`config.mk`:
```
export PLATFORM = sky130hd
export DESIGN_NAME = huffman_code_builder_flat
export DESIGN_NICKNAME = d
export VERILOG_FILES = /design/src/rtl/core/hcb_pkg.sv /design/src/rtl/core/hcb_if.sv /design/src/rtl/core/hcb_ram.sv /design/src/rtl/core/huffman_code_builder.sv /design/src/flat_wrapper.sv
export SDC_FILE = /design/constraint.sdc
export NUM_CORES = 1
export LEC_CHECK = 0
export ABC_AREA = 1
export BUFFER_PORTS_ARGS = -buffer_cell sky130_fd_sc_hd__clkbuf_2
export CAP_MARGIN = 20
export CORE_MARGIN = 4
export CORE_UTILIZATION = 40
export CTS_CLUSTER_DIAMETER = 30
export DETAILED_ROUTE_END_ITERATION = 10
export PLACE_DENSITY = 0.57
export SKIP_CTS_REPAIR_TIMING = 1
export SYNTH_ARGS = -nofsm -noshare
export SYNTH_HDL_FRONTEND = slang
export SYNTH_SLANG_ARGS = --single-unit
```
`constraint.sdc`:
```
create_clock -name clk -period 11.5 [get_ports clk]
set_clock_uncertainty 0.05 [all_clocks]
set_input_delay 2.3 -clock clk [delete_from_list [all_inputs] [get_ports clk]]
set_output_delay 2.3 -clock clk [all_outputs]
set_load 0.01 [all_outputs]
```
`src/rtl/core/hcb_pkg.sv`:
```
// ----------------------------------------------------------------------------
// hcb_pkg
// shared widths and defaults of the huffman code builder
// ----------------------------------------------------------------------------
package hcb_pkg;

  localparam int DEF_NUM_SYMBOLS = 16;
  localparam int DEF_WEIGHT_BITS = 16;

  // fixed field widths of the channels
  localparam int SYMBOL_WEIGHT_W = 16;
  localparam int SYMBOL_INDEX_W  = 4;
  localparam int CODE_BITS_W     = 15;
  localparam int CODE_LENGTH_W   = 4;

endpackage

```
`src/rtl/core/hcb_if.sv`:
```
// ----------------------------------------------------------------------------
// hcb_if
// valid/ready channels carrying weights in and codes out
// ----------------------------------------------------------------------------
interface hcb_weight_if;
  logic                                 valid;
  logic                                 ready;
  logic [hcb_pkg::SYMBOL_WEIGHT_W-1:0]  symbol_weight;
  logic                                 final_weight;

  modport source (output valid, output symbol_weight, output final_weight, input ready);
  modport sink   (input valid, input symbol_weight, input final_weight, output ready);
endinterface

interface hcb_code_if;
  logic                                valid;
  logic                                ready;
  logic [hcb_pkg::SYMBOL_INDEX_W-1:0]  symbol_index;
  logic [hcb_pkg::CODE_BITS_W-1:0]     code_bits;
  logic [hcb_pkg::CODE_LENGTH_W-1:0]   code_length;
  logic                                final_code;

  modport source (output valid, output symbol_index, output code_bits,
                  output code_length, output final_code, input ready);
  modport sink   (input valid, input symbol_index, input code_bits,
                  input code_length, input final_code, output ready);
endinterface

```
`src/rtl/core/hcb_ram.sv`:
```
// ----------------------------------------------------------------------------
// hcb_ram
// simple dual port ram, one write and one registered read port
// ----------------------------------------------------------------------------
module hcb_ram #(
  parameter int WIDTH = 8,
  parameter int DEPTH = 16,
  localparam int AW = (DEPTH > 1) ? $clog2(DEPTH) : 1
) (
  input  logic             clk,
  input  logic             we,
  input  logic [AW-1:0]    waddr,
  input  logic [WIDTH-1:0] wdata,
  input  logic [AW-1:0]    raddr,
  output logic [WIDTH-1:0] rdata
);

  logic [WIDTH-1:0] mem [DEPTH];

  always_ff @(posedge clk) begin
    if (we) begin
      mem[waddr] <= wdata;
    end
    rdata <= mem[raddr];
  end

endmodule

```
`src/rtl/core/huffman_code_builder.sv`:
```
// ----------------------------------------------------------------------------
// huffman_code_builder
// loads a set of symbol weights, builds a huffman tree, emits one code per symbol
// ----------------------------------------------------------------------------
// usage:
//   weights channel: one symbol weight per transaction, in symbol order. the
//   set ends at a transaction with final_weight set, or at the one that loads
//   weight NUM_SYMBOLS. ready is high only while a set is being loaded.
//   codes channel: one transaction per loaded symbol, in index order, with
//   final_code on the last; then the block takes a new set.
// sequence:
//   loading accepts a weight in any cycle in which valid is high. merge k
//   (nodes 0..k-1 scanned) makes one weight ram read per node, drains the read
//   pipeline (last compare, then the empty read pipeline) and writes in two
//   states, ST_WR1 and ST_WR2 (the parent ram has a single write port). the
//   build time is set by the single read port of the weight ram. each code
//   then takes three states per tree level (check, parent ram read, left child
//   ram read), then a last check and the output state, plus the receiver's wait.
// reset: synchronous; the block returns to loading an empty set. the rams need
//   no clearing, every entry is written before it is read.
// stall: a code is held in its output register until the receiver takes it;
//   the walk for the next symbol starts only after that.
// ----------------------------------------------------------------------------
module huffman_code_builder #(
  parameter int NUM_SYMBOLS = hcb_pkg::DEF_NUM_SYMBOLS,
  parameter int WEIGHT_BITS = hcb_pkg::DEF_WEIGHT_BITS
) (
  input  logic        clk,
  input  logic        rst,
  hcb_weight_if.sink  weights,
  hcb_code_if.source  codes
);

  // node and counter widths
  localparam int NODE_COUNT = 2 * NUM_SYMBOLS - 1;
  localparam int IW         = $clog2(NODE_COUNT);
  localparam int CW         = $clog2(NUM_SYMBOLS + 1);
  localparam int LEFT_DEPTH = NUM_SYMBOLS - 1;
  localparam int LW         = (LEFT_DEPTH > 1) ? $clog2(LEFT_DEPTH) : 1;
  localparam int EW         = (WEIGHT_BITS < hcb_pkg::SYMBOL_WEIGHT_W) ?
                              WEIGHT_BITS : hcb_pkg::SYMBOL_WEIGHT_W;
  // sums of up to NUM_SYMBOLS weights never overflow
  localparam int SW         = EW + IW;
  localparam int LENW       = (NUM_SYMBOLS > 2) ? $clog2(NUM_SYMBOLS) : 1;

  // sequencer states
  localparam logic [2:0] ST_LOAD    = 3'd0;
  localparam logic [2:0] ST_SCAN    = 3'd1;
  localparam logic [2:0] ST_WR1     = 3'd2;
  localparam logic [2:0] ST_WR2     = 3'd3;
  localparam logic [2:0] ST_EM_CHK  = 3'd4;
  localparam logic [2:0] ST_EM_PAR  = 3'd5;
  localparam logic [2:0] ST_EM_LEFT = 3'd6;
  localparam logic [2:0] ST_EM_OUT  = 3'd7;

  logic [2:0]            state;
  logic [CW-1:0]         loaded;     // weights loaded into the current set
  logic [CW-1:0]         count;      // size of the set being built
  logic [IW-1:0]         k;          // index of the node the current merge creates
  logic [IW-1:0]         scan_idx;   // next node to read in the scan
  logic                  rd_vld;
  logic [IW-1:0]         rd_idx;
  logic                  have1;
  logic                  have2;
  logic [SW-1:0]         w1;
  logic [SW-1:0]         w2;
  logic [IW-1:0]         n1;
  logic [IW-1:0]         n2;
  logic [NODE_COUNT-1:0] merged;     // one flag per node, flops
  logic [CW-1:0]         sym;        // symbol being emitted
  logic [IW-1:0]         pos;        // current node of the walk
  logic [IW-1:0]         par;
  logic [hcb_pkg::CODE_BITS_W-1:0] code;
  logic [LENW-1:0]       len;

  // ram ports
  logic          wt_we;
  logic [IW-1:0] wt_waddr;
  logic [SW-1:0] wt_wdata;
  logic [IW-1:0] wt_raddr;
  logic [SW-1:0] wt_rdata;
  logic          pa_we;
  logic [IW-1:0] pa_waddr;
  logic [IW-1:0] pa_wdata;
  logic [IW-1:0] pa_rdata;
  logic          lc_we;
  logic [LW-1:0] lc_waddr;
  logic [LW-1:0] lc_raddr;
  logic [IW-1:0] lc_rdata;

  logic          load_acc;
  logic          load_last;
  logic [CW-1:0] loaded_inc;
  logic          scan_busy;
  logic          more_merges;   // another merge follows node k
  logic          first_merge;   // a set of loaded_inc weights needs a merge
  logic          cand_ok;
  logic          cand_lt1;
  logic          cand_lt2;

  assign load_acc   = weights.valid && weights.ready;
  assign loaded_inc = loaded + CW'(1);
  assign load_last  = weights.final_weight || (loaded_inc == CW'(NUM_SYMBOLS));
  assign scan_busy  = (scan_idx < k);
  assign more_merges = ((IW + 2)'(k) + (IW + 2)'(2)) < ((IW + 2)'(count) << 1);
  assign first_merge = (loaded_inc > CW'(1));

  // candidate from the scan pipeline
  assign cand_ok  = rd_vld && !merged[rd_idx];
  assign cand_lt1 = !have1 || (wt_rdata < w1);
  assign cand_lt2 = !have2 || (wt_rdata < w2);

  // weight ram: loads, then merged sums
  always_comb begin
    wt_we    = 1'b0;
    wt_waddr = IW'(loaded);
    wt_wdata = SW'(weights.symbol_weight[EW-1:0]);
    if (state == ST_LOAD) begin
      wt_we = load_acc;
    end else if (state == ST_WR1) begin
      wt_we    = 1'b1;
      wt_waddr = k;
      wt_wdata = w1 + w2;
    end
  end
  assign wt_raddr = scan_idx;

  // parent ram: both children of the new node, one per cycle
  assign pa_we    = (state == ST_WR1) || (state == ST_WR2);
  assign pa_waddr = (state == ST_WR1) ? n1 : n2;
  assign pa_wdata = k;

  // left child ram, indexed by merged node number
  assign lc_we    = (state == ST_WR1);
  assign lc_waddr = LW'(k - IW'(count));
  assign lc_raddr = LW'(pa_rdata - IW'(count));

  hcb_ram #(.WIDTH(SW), .DEPTH(NODE_COUNT)) u_weight_ram (
    .clk   (clk),
    .we    (wt_we),
    .waddr (wt_waddr),
    .wdata (wt_wdata),
    .raddr (wt_raddr),
    .rdata (wt_rdata)
  );

  hcb_ram #(.WIDTH(IW), .DEPTH(NODE_COUNT)) u_parent_ram (
    .clk   (clk),
    .we    (pa_we),
    .waddr (pa_waddr),
    .wdata (pa_wdata),
    .raddr (pos),
    .rdata (pa_rdata)
  );

  hcb_ram #(.WIDTH(IW), .DEPTH(LEFT_DEPTH)) u_left_ram (
    .clk   (clk),
    .we    (lc_we),
    .waddr (lc_waddr),
    .wdata (n1),
    .raddr (lc_raddr),
    .rdata (lc_rdata)
  );

  // sequencer
  always_ff @(posedge clk) begin
    if (rst) begin
      state  <= ST_LOAD;
      loaded <= '0;
      rd_vld <= 1'b0;
      have1  <= 1'b0;
      have2  <= 1'b0;
      merged <= '0;
    end else begin
      case (state)
        ST_LOAD: begin
          if (load_acc) begin
            if (load_last) begin
              count    <= loaded_inc;
              k        <= IW'(loaded_inc);
              scan_idx <= '0;
              have1    <= 1'b0;
              have2    <= 1'b0;
              merged   <= '0;
              loaded   <= '0;
              sym      <= '0;
              pos      <= '0;
              code     <= '0;
              len      <= '0;
              // a single symbol has no merge at all
              state    <= first_merge ? ST_SCAN : ST_EM_CHK;
            end else begin
              loaded <= loaded_inc;
            end
          end
        end
        ST_SCAN: begin
          // one node read per cycle, its result compared in the next cycle
          rd_vld <= scan_busy;
          rd_idx <= scan_idx;
          if (scan_busy) begin
            scan_idx <= scan_idx + IW'(1);
          end
          if (cand_ok) begin
            if (cand_lt1) begin
              if (have1) begin
                have2 <= 1'b1;
                w2    <= w1;
                n2    <= n1;
              end
              have1 <= 1'b1;
              w1    <= wt_rdata;
              n1    <= rd_idx;
            end else if (cand_lt2) begin
              have2 <= 1'b1;
              w2    <= wt_rdata;
              n2    <= rd_idx;
            end
          end
          if (!scan_busy && !rd_vld) begin
            state <= ST_WR1;
          end
        end
        ST_WR1: begin
          merged[n1] <= 1'b1;
          merged[n2] <= 1'b1;
          state      <= ST_WR2;
        end
        ST_WR2: begin
          have1    <= 1'b0;
          have2    <= 1'b0;
          scan_idx <= '0;
          k        <= k + IW'(1);
          state    <= more_merges ? ST_SCAN : ST_EM_CHK;
        end
        ST_EM_CHK: begin
          // the root is the only unmerged node on the path
          state <= merged[pos] ? ST_EM_PAR : ST_EM_OUT;
        end
        ST_EM_PAR: begin
          par   <= pa_rdata;
          state <= ST_EM_LEFT;
        end
        ST_EM_LEFT: begin
          if (lc_rdata != pos) begin
            code <= code | (hcb_pkg::CODE_BITS_W'(1) << len);
          end
          len   <= len + LENW'(1);
          pos   <= par;
          state <= ST_EM_CHK;
        end
        ST_EM_OUT: begin
          if (codes.ready) begin
            if (sym + CW'(1) == count) begin
              state <= ST_LOAD;
            end else begin
              sym   <= sym + CW'(1);
              pos   <= IW'(sym + CW'(1));
              code  <= '0;
              len   <= '0;
              state <= ST_EM_CHK;
            end
          end
        end
        default: begin
          state <= ST_LOAD;
        end
      endcase
    end
  end

  assign weights.ready      = (state == ST_LOAD);
  assign codes.valid        = (state == ST_EM_OUT);
  assign codes.symbol_index = hcb_pkg::SYMBOL_INDEX_W'(sym);
  assign codes.code_bits    = code;
  assign codes.code_length  = hcb_pkg::CODE_LENGTH_W'(len);
  assign codes.final_code   = (sym + CW'(1) == count);

  // loading and emitting never overlap
  assert property (@(posedge clk) disable iff (rst) !(weights.ready && codes.valid))
    else $error("weights and codes channels active together");

  // a merge always joins two distinct nodes
  assert property (@(posedge clk) disable iff (rst)
    (state == ST_WR1) |-> (have1 && have2 && (n1 != n2)))
    else $error("merge without two distinct nodes");

  // after the last code the block is ready for a new set
  assert property (@(posedge clk) disable iff (rst)
    (codes.valid && codes.ready && codes.final_code) |=> weights.ready)
    else $error("block not back to loading after last code");

endmodule

```
`src/flat_wrapper.sv`:
```
// flat-port wrapper written by rule: the top's interface ports become plain ports
module huffman_code_builder_flat 
#(
  parameter int NUM_SYMBOLS = hcb_pkg::DEF_NUM_SYMBOLS,
  parameter int WEIGHT_BITS = hcb_pkg::DEF_WEIGHT_BITS
)
  (clk, rst, weights_valid, weights_symbol_weight, weights_final_weight, weights_ready, codes_valid, codes_symbol_index, codes_code_bits, codes_code_length, codes_final_code, codes_ready);
  hcb_weight_if weights_i ();
  hcb_code_if codes_i ();
  input  logic clk;
  input  logic rst;
  input wire logic [$bits(weights_i.valid)-1:0] weights_valid;
  input wire logic [$bits(weights_i.symbol_weight)-1:0] weights_symbol_weight;
  input wire logic [$bits(weights_i.final_weight)-1:0] weights_final_weight;
  output wire logic [$bits(weights_i.ready)-1:0] weights_ready;
  output wire logic [$bits(codes_i.valid)-1:0] codes_valid;
  output wire logic [$bits(codes_i.symbol_index)-1:0] codes_symbol_index;
  output wire logic [$bits(codes_i.code_bits)-1:0] codes_code_bits;
  output wire logic [$bits(codes_i.code_length)-1:0] codes_code_length;
  output wire logic [$bits(codes_i.final_code)-1:0] codes_final_code;
  input wire logic [$bits(codes_i.ready)-1:0] codes_ready;
  assign weights_i.valid = weights_valid;
  assign weights_i.symbol_weight = weights_symbol_weight;
  assign weights_i.final_weight = weights_final_weight;
  assign weights_ready = weights_i.ready;
  assign codes_valid = codes_i.valid;
  assign codes_symbol_index = codes_i.symbol_index;
  assign codes_code_bits = codes_i.code_bits;
  assign codes_code_length = codes_i.code_length;
  assign codes_final_code = codes_i.final_code;
  assign codes_i.ready = codes_ready;
  huffman_code_builder #(.NUM_SYMBOLS(NUM_SYMBOLS), .WEIGHT_BITS(WEIGHT_BITS)) u_core (.clk(clk), .rst(rst), .weights(weights_i), .codes(codes_i));
endmodule
```
## Yosys cells after proc, flatten, opt, wreduce, memory -nomap -nowiden

Memory sizes are Yosys's and may differ from the RTL's. A register that Yosys moved wholly into a read port is not among the register bits.
Cells that the tools add are included.

- Bits in registers: 148
- Latch bits: 0
- Bits in writable memories: 881
- Memory bits (read-only): 0
- Input bits: 21
- Output and inout port bits: 26
- Word-level logic and storage cells: 176
- Memories kept: 3

- Add/subtract/negate cells: 9
- Multiply operators: 0
- Div/mod/pow operators: 0
- Magnitude comparators: 11
- Eq/ne operators: 22
- Shift operators: 1
- Multiplexer cells: 71
- Bitwise logic cells: 4
- Reductions and logical operators: 36

Memories:

| name | words | bits a word | read ports | clocked after memory_dff | write ports | line | source |
|---|---|---|---|---|---|---|---|
| u_core.u_weight_ram.mem | 31 | 21 | 1 | 1 | 1 | hcb_ram.sv:18 | `logic [WIDTH-1:0] mem [DEPTH];` |
| u_core.u_parent_ram.mem | 31 | 5 | 1 | 1 | 1 | hcb_ram.sv:18 |  |
| u_core.u_left_ram.mem | 15 | 5 | 1 | 1 | 1 | hcb_ram.sv:18 |  |

Operators with widths:

| operator | count |
|---|---|
| two-way mux 21 bit | 5 |
| two-way mux 15 bit | 5 |
| two-way mux 5 bit | 14 |
| two-way mux 31 bit | 2 |
| bitwise OR 31 bit | 2 |
| one-hot mux 31 bit (2 select lines) | 1 |
| one-hot mux 15 bit (3 select lines) | 1 |
| < comparator 21 bit | 2 |
| one-hot mux 5 bit (3 select lines) | 2 |
| < comparator 5 x 6 -> 1 bit, second input constant | 4 |
| one-hot mux 3 bit (8 select lines) | 1 |
| adder 21 bit | 1 |
| two-way mux 3 bit | 7 |
| adder 5 x 1 -> 5 bit, second input constant | 4 |
| one-hot mux 5 bit (2 select lines) | 2 |
| two-way mux 1 bit | 19 |
| AND reduction 6 bit | 3 |
| two-way mux 4 bit | 4 |
| AND reduction 4 bit | 4 |
| bitwise OR 15 bit | 1 |
| AND reduction 5 bit | 3 |
| << shifter 1 x 4 -> 15 bit, first input constant | 1 |
| != test 2 x 1 -> 1 bit, second input constant | 7 |
| == test 3 bit, second input constant | 4 |
| other kinds (30) | 55 |

## Depth between registers and ports, before layout

- Depth after elaboration: 7
- Gate-level depth with buffers: 14
- Gate-level depth less buffers: 14

## Modules after synthesis

A second synthesis with hierarchy kept.

- Cell total of the unflattened synthesis: 4430
- Area total of the unflattened synthesis: 46916.2 sq um

Modules (own cells, without submodules):

| module | instances | cells each | area an instance (sq um) | seq. area each (sq um) |
|---|---|---|---|---|
| hcb_ram at u_core.u_weight_ram | 1 | 2257 | 26835.7 | 19969.2 |
| huffman_code_builder | 1 | 1274 | 10173.5 | 4023.9 |
| hcb_ram at u_core.u_parent_ram | 1 | 574 | 6511.2 | 4754.6 |
| hcb_ram at u_core.u_left_ram | 1 | 325 | 3395.8 | 2352.3 |

## Worst setup path before layout

OpenSTA, ideal clock, no wires.

- Path type: input to register
- From: input port rst
- To: register u_core.n2[0] (enable)
- Setup time: 0.442 ns
- Arrival: 4.352 ns
- Data required time: 11.008 ns
- Slack: 6.657 ns
- Stages: 2
- Path buffers: 1
- Cell sequence: clkbuf_1 nor3_1

- Cells in the longest elaborated chain, start to end: 2

Ends and longest elaborated chain:

| item | line | source |
|---|---|---|
| from (decl) | flat_wrapper.sv:11 | `input logic rst;` |
| NOT 1 bit (no source line) | - |  |
| AND reduction 5 bit (no source line) | - |  |
| to (signal assigned) | huffman_code_builder.sv:209 | `n2 <= n1;` |
| to (signal assigned) | huffman_code_builder.sv:217 | `n2 <= rd_idx;` |
| to (decl) | huffman_code_builder.sv:68 | `logic [IW-1:0] n2;` |

No other way between the ends.
A chain may end at the register's enable or synchronous reset.

## Worst setup path in the final report

- From: register u_core.sym[0]
- To: output port codes_final_code

- Cells in the longest elaborated chain, start to end: 2

Ends and longest elaborated chain:

| item | line | source |
|---|---|---|
| from (decl) | huffman_code_builder.sv:70 | `logic [CW-1:0] sym;` |
| from (signal assigned) | huffman_code_builder.sv:257 | `sym <= sym + CW'(1);` |
| adder 5 x 1 -> 5 bit | huffman_code_builder.sv:277 | `assign codes.final_code = (sym + CW'(1) == count);` |
| == test 5 bit | huffman_code_builder.sv:277 |  |
| to (decl) | flat_wrapper.sv:20 | `output wire logic [$bits(codes_i.final_code)-1:0] codes_final_code;` |

No other way between the ends.

==> out/qor.txt <==
GRT Overall Usage - 20.55%
Post-Synthesis Cells - 3953
clk slew on worst S/H paths - 50 ps
share of cells above drive strength 1 - 13.28%
Netlist Area Pre-Place - 45430 sq um
# port buffers - 46
placed insts - 5359
Hold WC Path Type - reg2reg
first-pass GRT wire length - 187500 um
Post-synth ARST share - 0%
layout net count - 4179
Avg Inst Size Synth - 11.49 sq um
final non-filler cell total - 5739
CTS tree - built
unrepaired setup endpoints after global routing - no
total global routing overflow - 0
drt total wl - 126400 um
Final Cycle Share - 42.31%
Via-to-Cell Ratio - 5.413
WS Path Type - reg2out
max-cap viol count - 0
Post-DP HPWL - 76860 um
Tot Pwr - 13.89 mW
Avg WL per Cell - 22.02 um
Initial Util - 40.33%
initial antenna violation count - 2
worst setup path start - u_core.sym[0]
Die Wd - 345.0 um
CTS H-tree lvls - 4
vias in the first global route - 29590
drc violations - 0
CP max FO - 5
area of placed instances - 47430 sq um
Final Util - 48.55%
pwr/cell area - 254.0 nW/um^2
Peak VDD IR - 0.0001518 V
Setup TNS - 0 ps
WP data arrival - 2520 ps
r2r setup slk - 7750 ps
final hold vios - 0
worst-case clock buffer depth - 3
max_slew headroom - 22.48%
die area - 119000 sq um
count of cell types in the netlist - 56
vias - 31070
area growth from synthesis to final layout - 20.38%
Setup WS pre-CTS - 6747 ps
Hold Crit Start - u_core.have2
die height - 345.0 um
clk_lat worst skew - 780 ps
row count - 123
Worst Tran Pin Value - 1160 ps
sequential fraction of the synthesis area - 68.46%
EDFF count, synth - 987
clock root buffer master - clkbuf_16
clock sinks - 1060
Reg2Reg Launch Point - u_core.scan_idx[0]
Tmin final - 4865 ps
fin worst setup slack - 6635 ps
hold worst-path end - u_core.have2
R2R cell count - 8
hold path depth - 2
Initial DRC Count - 3210
reg2reg end - u_core.u_weight_ram.rdata[20]
Yosys warnings - 0
GP Congestion - 0.8960
critical path capture point type - primary output
worst path required time - 9150 ps
Syn Nets - 4064
Detail Route Antenna Nets - 0
Core Region - 112700 sq um
met3 wire length - 8996 um
critical path startpoint category - flop
Num CTS Buffers - 198
highest routed metal layer - met4
pin count of the biggest net entering global routing - 169
wl on met1 - 56970 um
met2 routed WL - 57300 um
Main synth FF type - edfxtp_1
drt first pass iters - 6
Setup violations, final - 0
static power due to leakage - 19.32 nW
IO Pins - 47
WHS - 410.0 ps
design area - 54690 sq um
Slew Viols, Final - 0
Fmax - 205.5 MHz
run status - completed
flops & latches, synth - 1060
==> kinds of logic (layout without fill, tap and decap cells) <==
family	after synthesis	count (layout)	synth area share (%)
xor+xnor	31	31	0.5977
other cells	0	1	0
compound gates	989	989	12.19
simple gates	1333	1333	11.96
fa+ha+maj	90	90	2.528
flops	1060	1060	68.46
mux	16	16	0.3663
buf+inv	434	719	3.894
==> worst max path at each step <==
| stage | to | cells past startpoint |
|---|---|---|
| after floorplan | u_core.n2[0] | 2 |
| after global placement | u_core.u_weight_ram.mem[12][10] | 7 |
| after detailed placement | u_core.u_weight_ram.mem[24][19] | 7 |
| after CTS | codes_final_code | 6 |
| after global routing | codes_final_code | 6 |
| final | codes_final_code | 6 |
==> final cells by class <==
class,count,area (sq um)
Tap cell,1500,1877
Clock buffer,222,5139
Fill cell,10020,57960
Multi-Input combinational cell,2459,12800
Sequential cell,1060,31100
Antenna cell,1,2.502
Inverter,223,848.3
Timing Repair Buffer,126,967.2
Clock inverter,148,1956
==> state kept, by name (all words and copies together) (netlist names), 15 cells and up <==
name	count
u_core.u_weight_ram.rdata	21
u_core.u_parent_ram.mem	155
u_core.u_weight_ram.mem	651
u_core.w2	21
u_core.merged	31
u_core.w1	21
u_core.u_left_ram.mem	75
u_core.codes.code_bits	15
==> worst max-delay path, stage by stage (launching register included) <==
cell and delay (ps):
edfxtp_1 470, ha_1 270, xnor2_1 250, xor2_1 160, o21ai_0 120, nor3b_1 310
clkbuf_2 200
==> synth_stat cells (13+ instances only) <==
cell type  number  area share (%)
a31oi_1        15            0.21
nand2_1       532             4.4
ha_1           87             2.4
buf_2          58            0.64
dfxtp_1        73             3.2
o21ai_0       483             5.3
o22ai_1       196             2.7
nand3_1       166             1.8
o211ai_1       19            0.31
clkbuf_1      129             1.1
nor2_1        571             4.7
nand4_1        17            0.23
xor2_1         18            0.35
a211oi_1       16            0.26
edfxtp_1      987              65
inv_1         197             1.6
inv_2          20            0.17
o221ai_1       19            0.37
xnor2_1        13            0.25
a21oi_1       185             2.0
==> per-layer routing <==
| metal | vias to the layer above | global-route usage [%] |
|---|---|---|
| met1 | 15200 | 29.75 |
| met3 | 185 | 3.410 |
| met2 | 1147 | 31.80 |
| met5 | - | 0 |
| met4 | 0 | 6.490 |
| li1 | 14540 | - |
==> cell usage in the layout (no fill, tap or decap), types with 46 or more instances in the layout <==
cell type  count
inv_1        196
a21oi_1      183
clkbuf_2      46
buf_4         65
edfxtp_1     987
clkbuf_16    201
ha_1          87
o22ai_1      196
nand2_1      531
nand3_1      166
nor2_1       537
dfxtp_1       73
o21ai_0      475
==> report_power, final <==
group	internal, mW	total, mW	switching, mW
registers	4.75	4.91	0.165
logic	0.761	3.00	2.24
clock network	3.95	5.98	2.03
No activity file was read; power rests on OpenSTA's default activity.
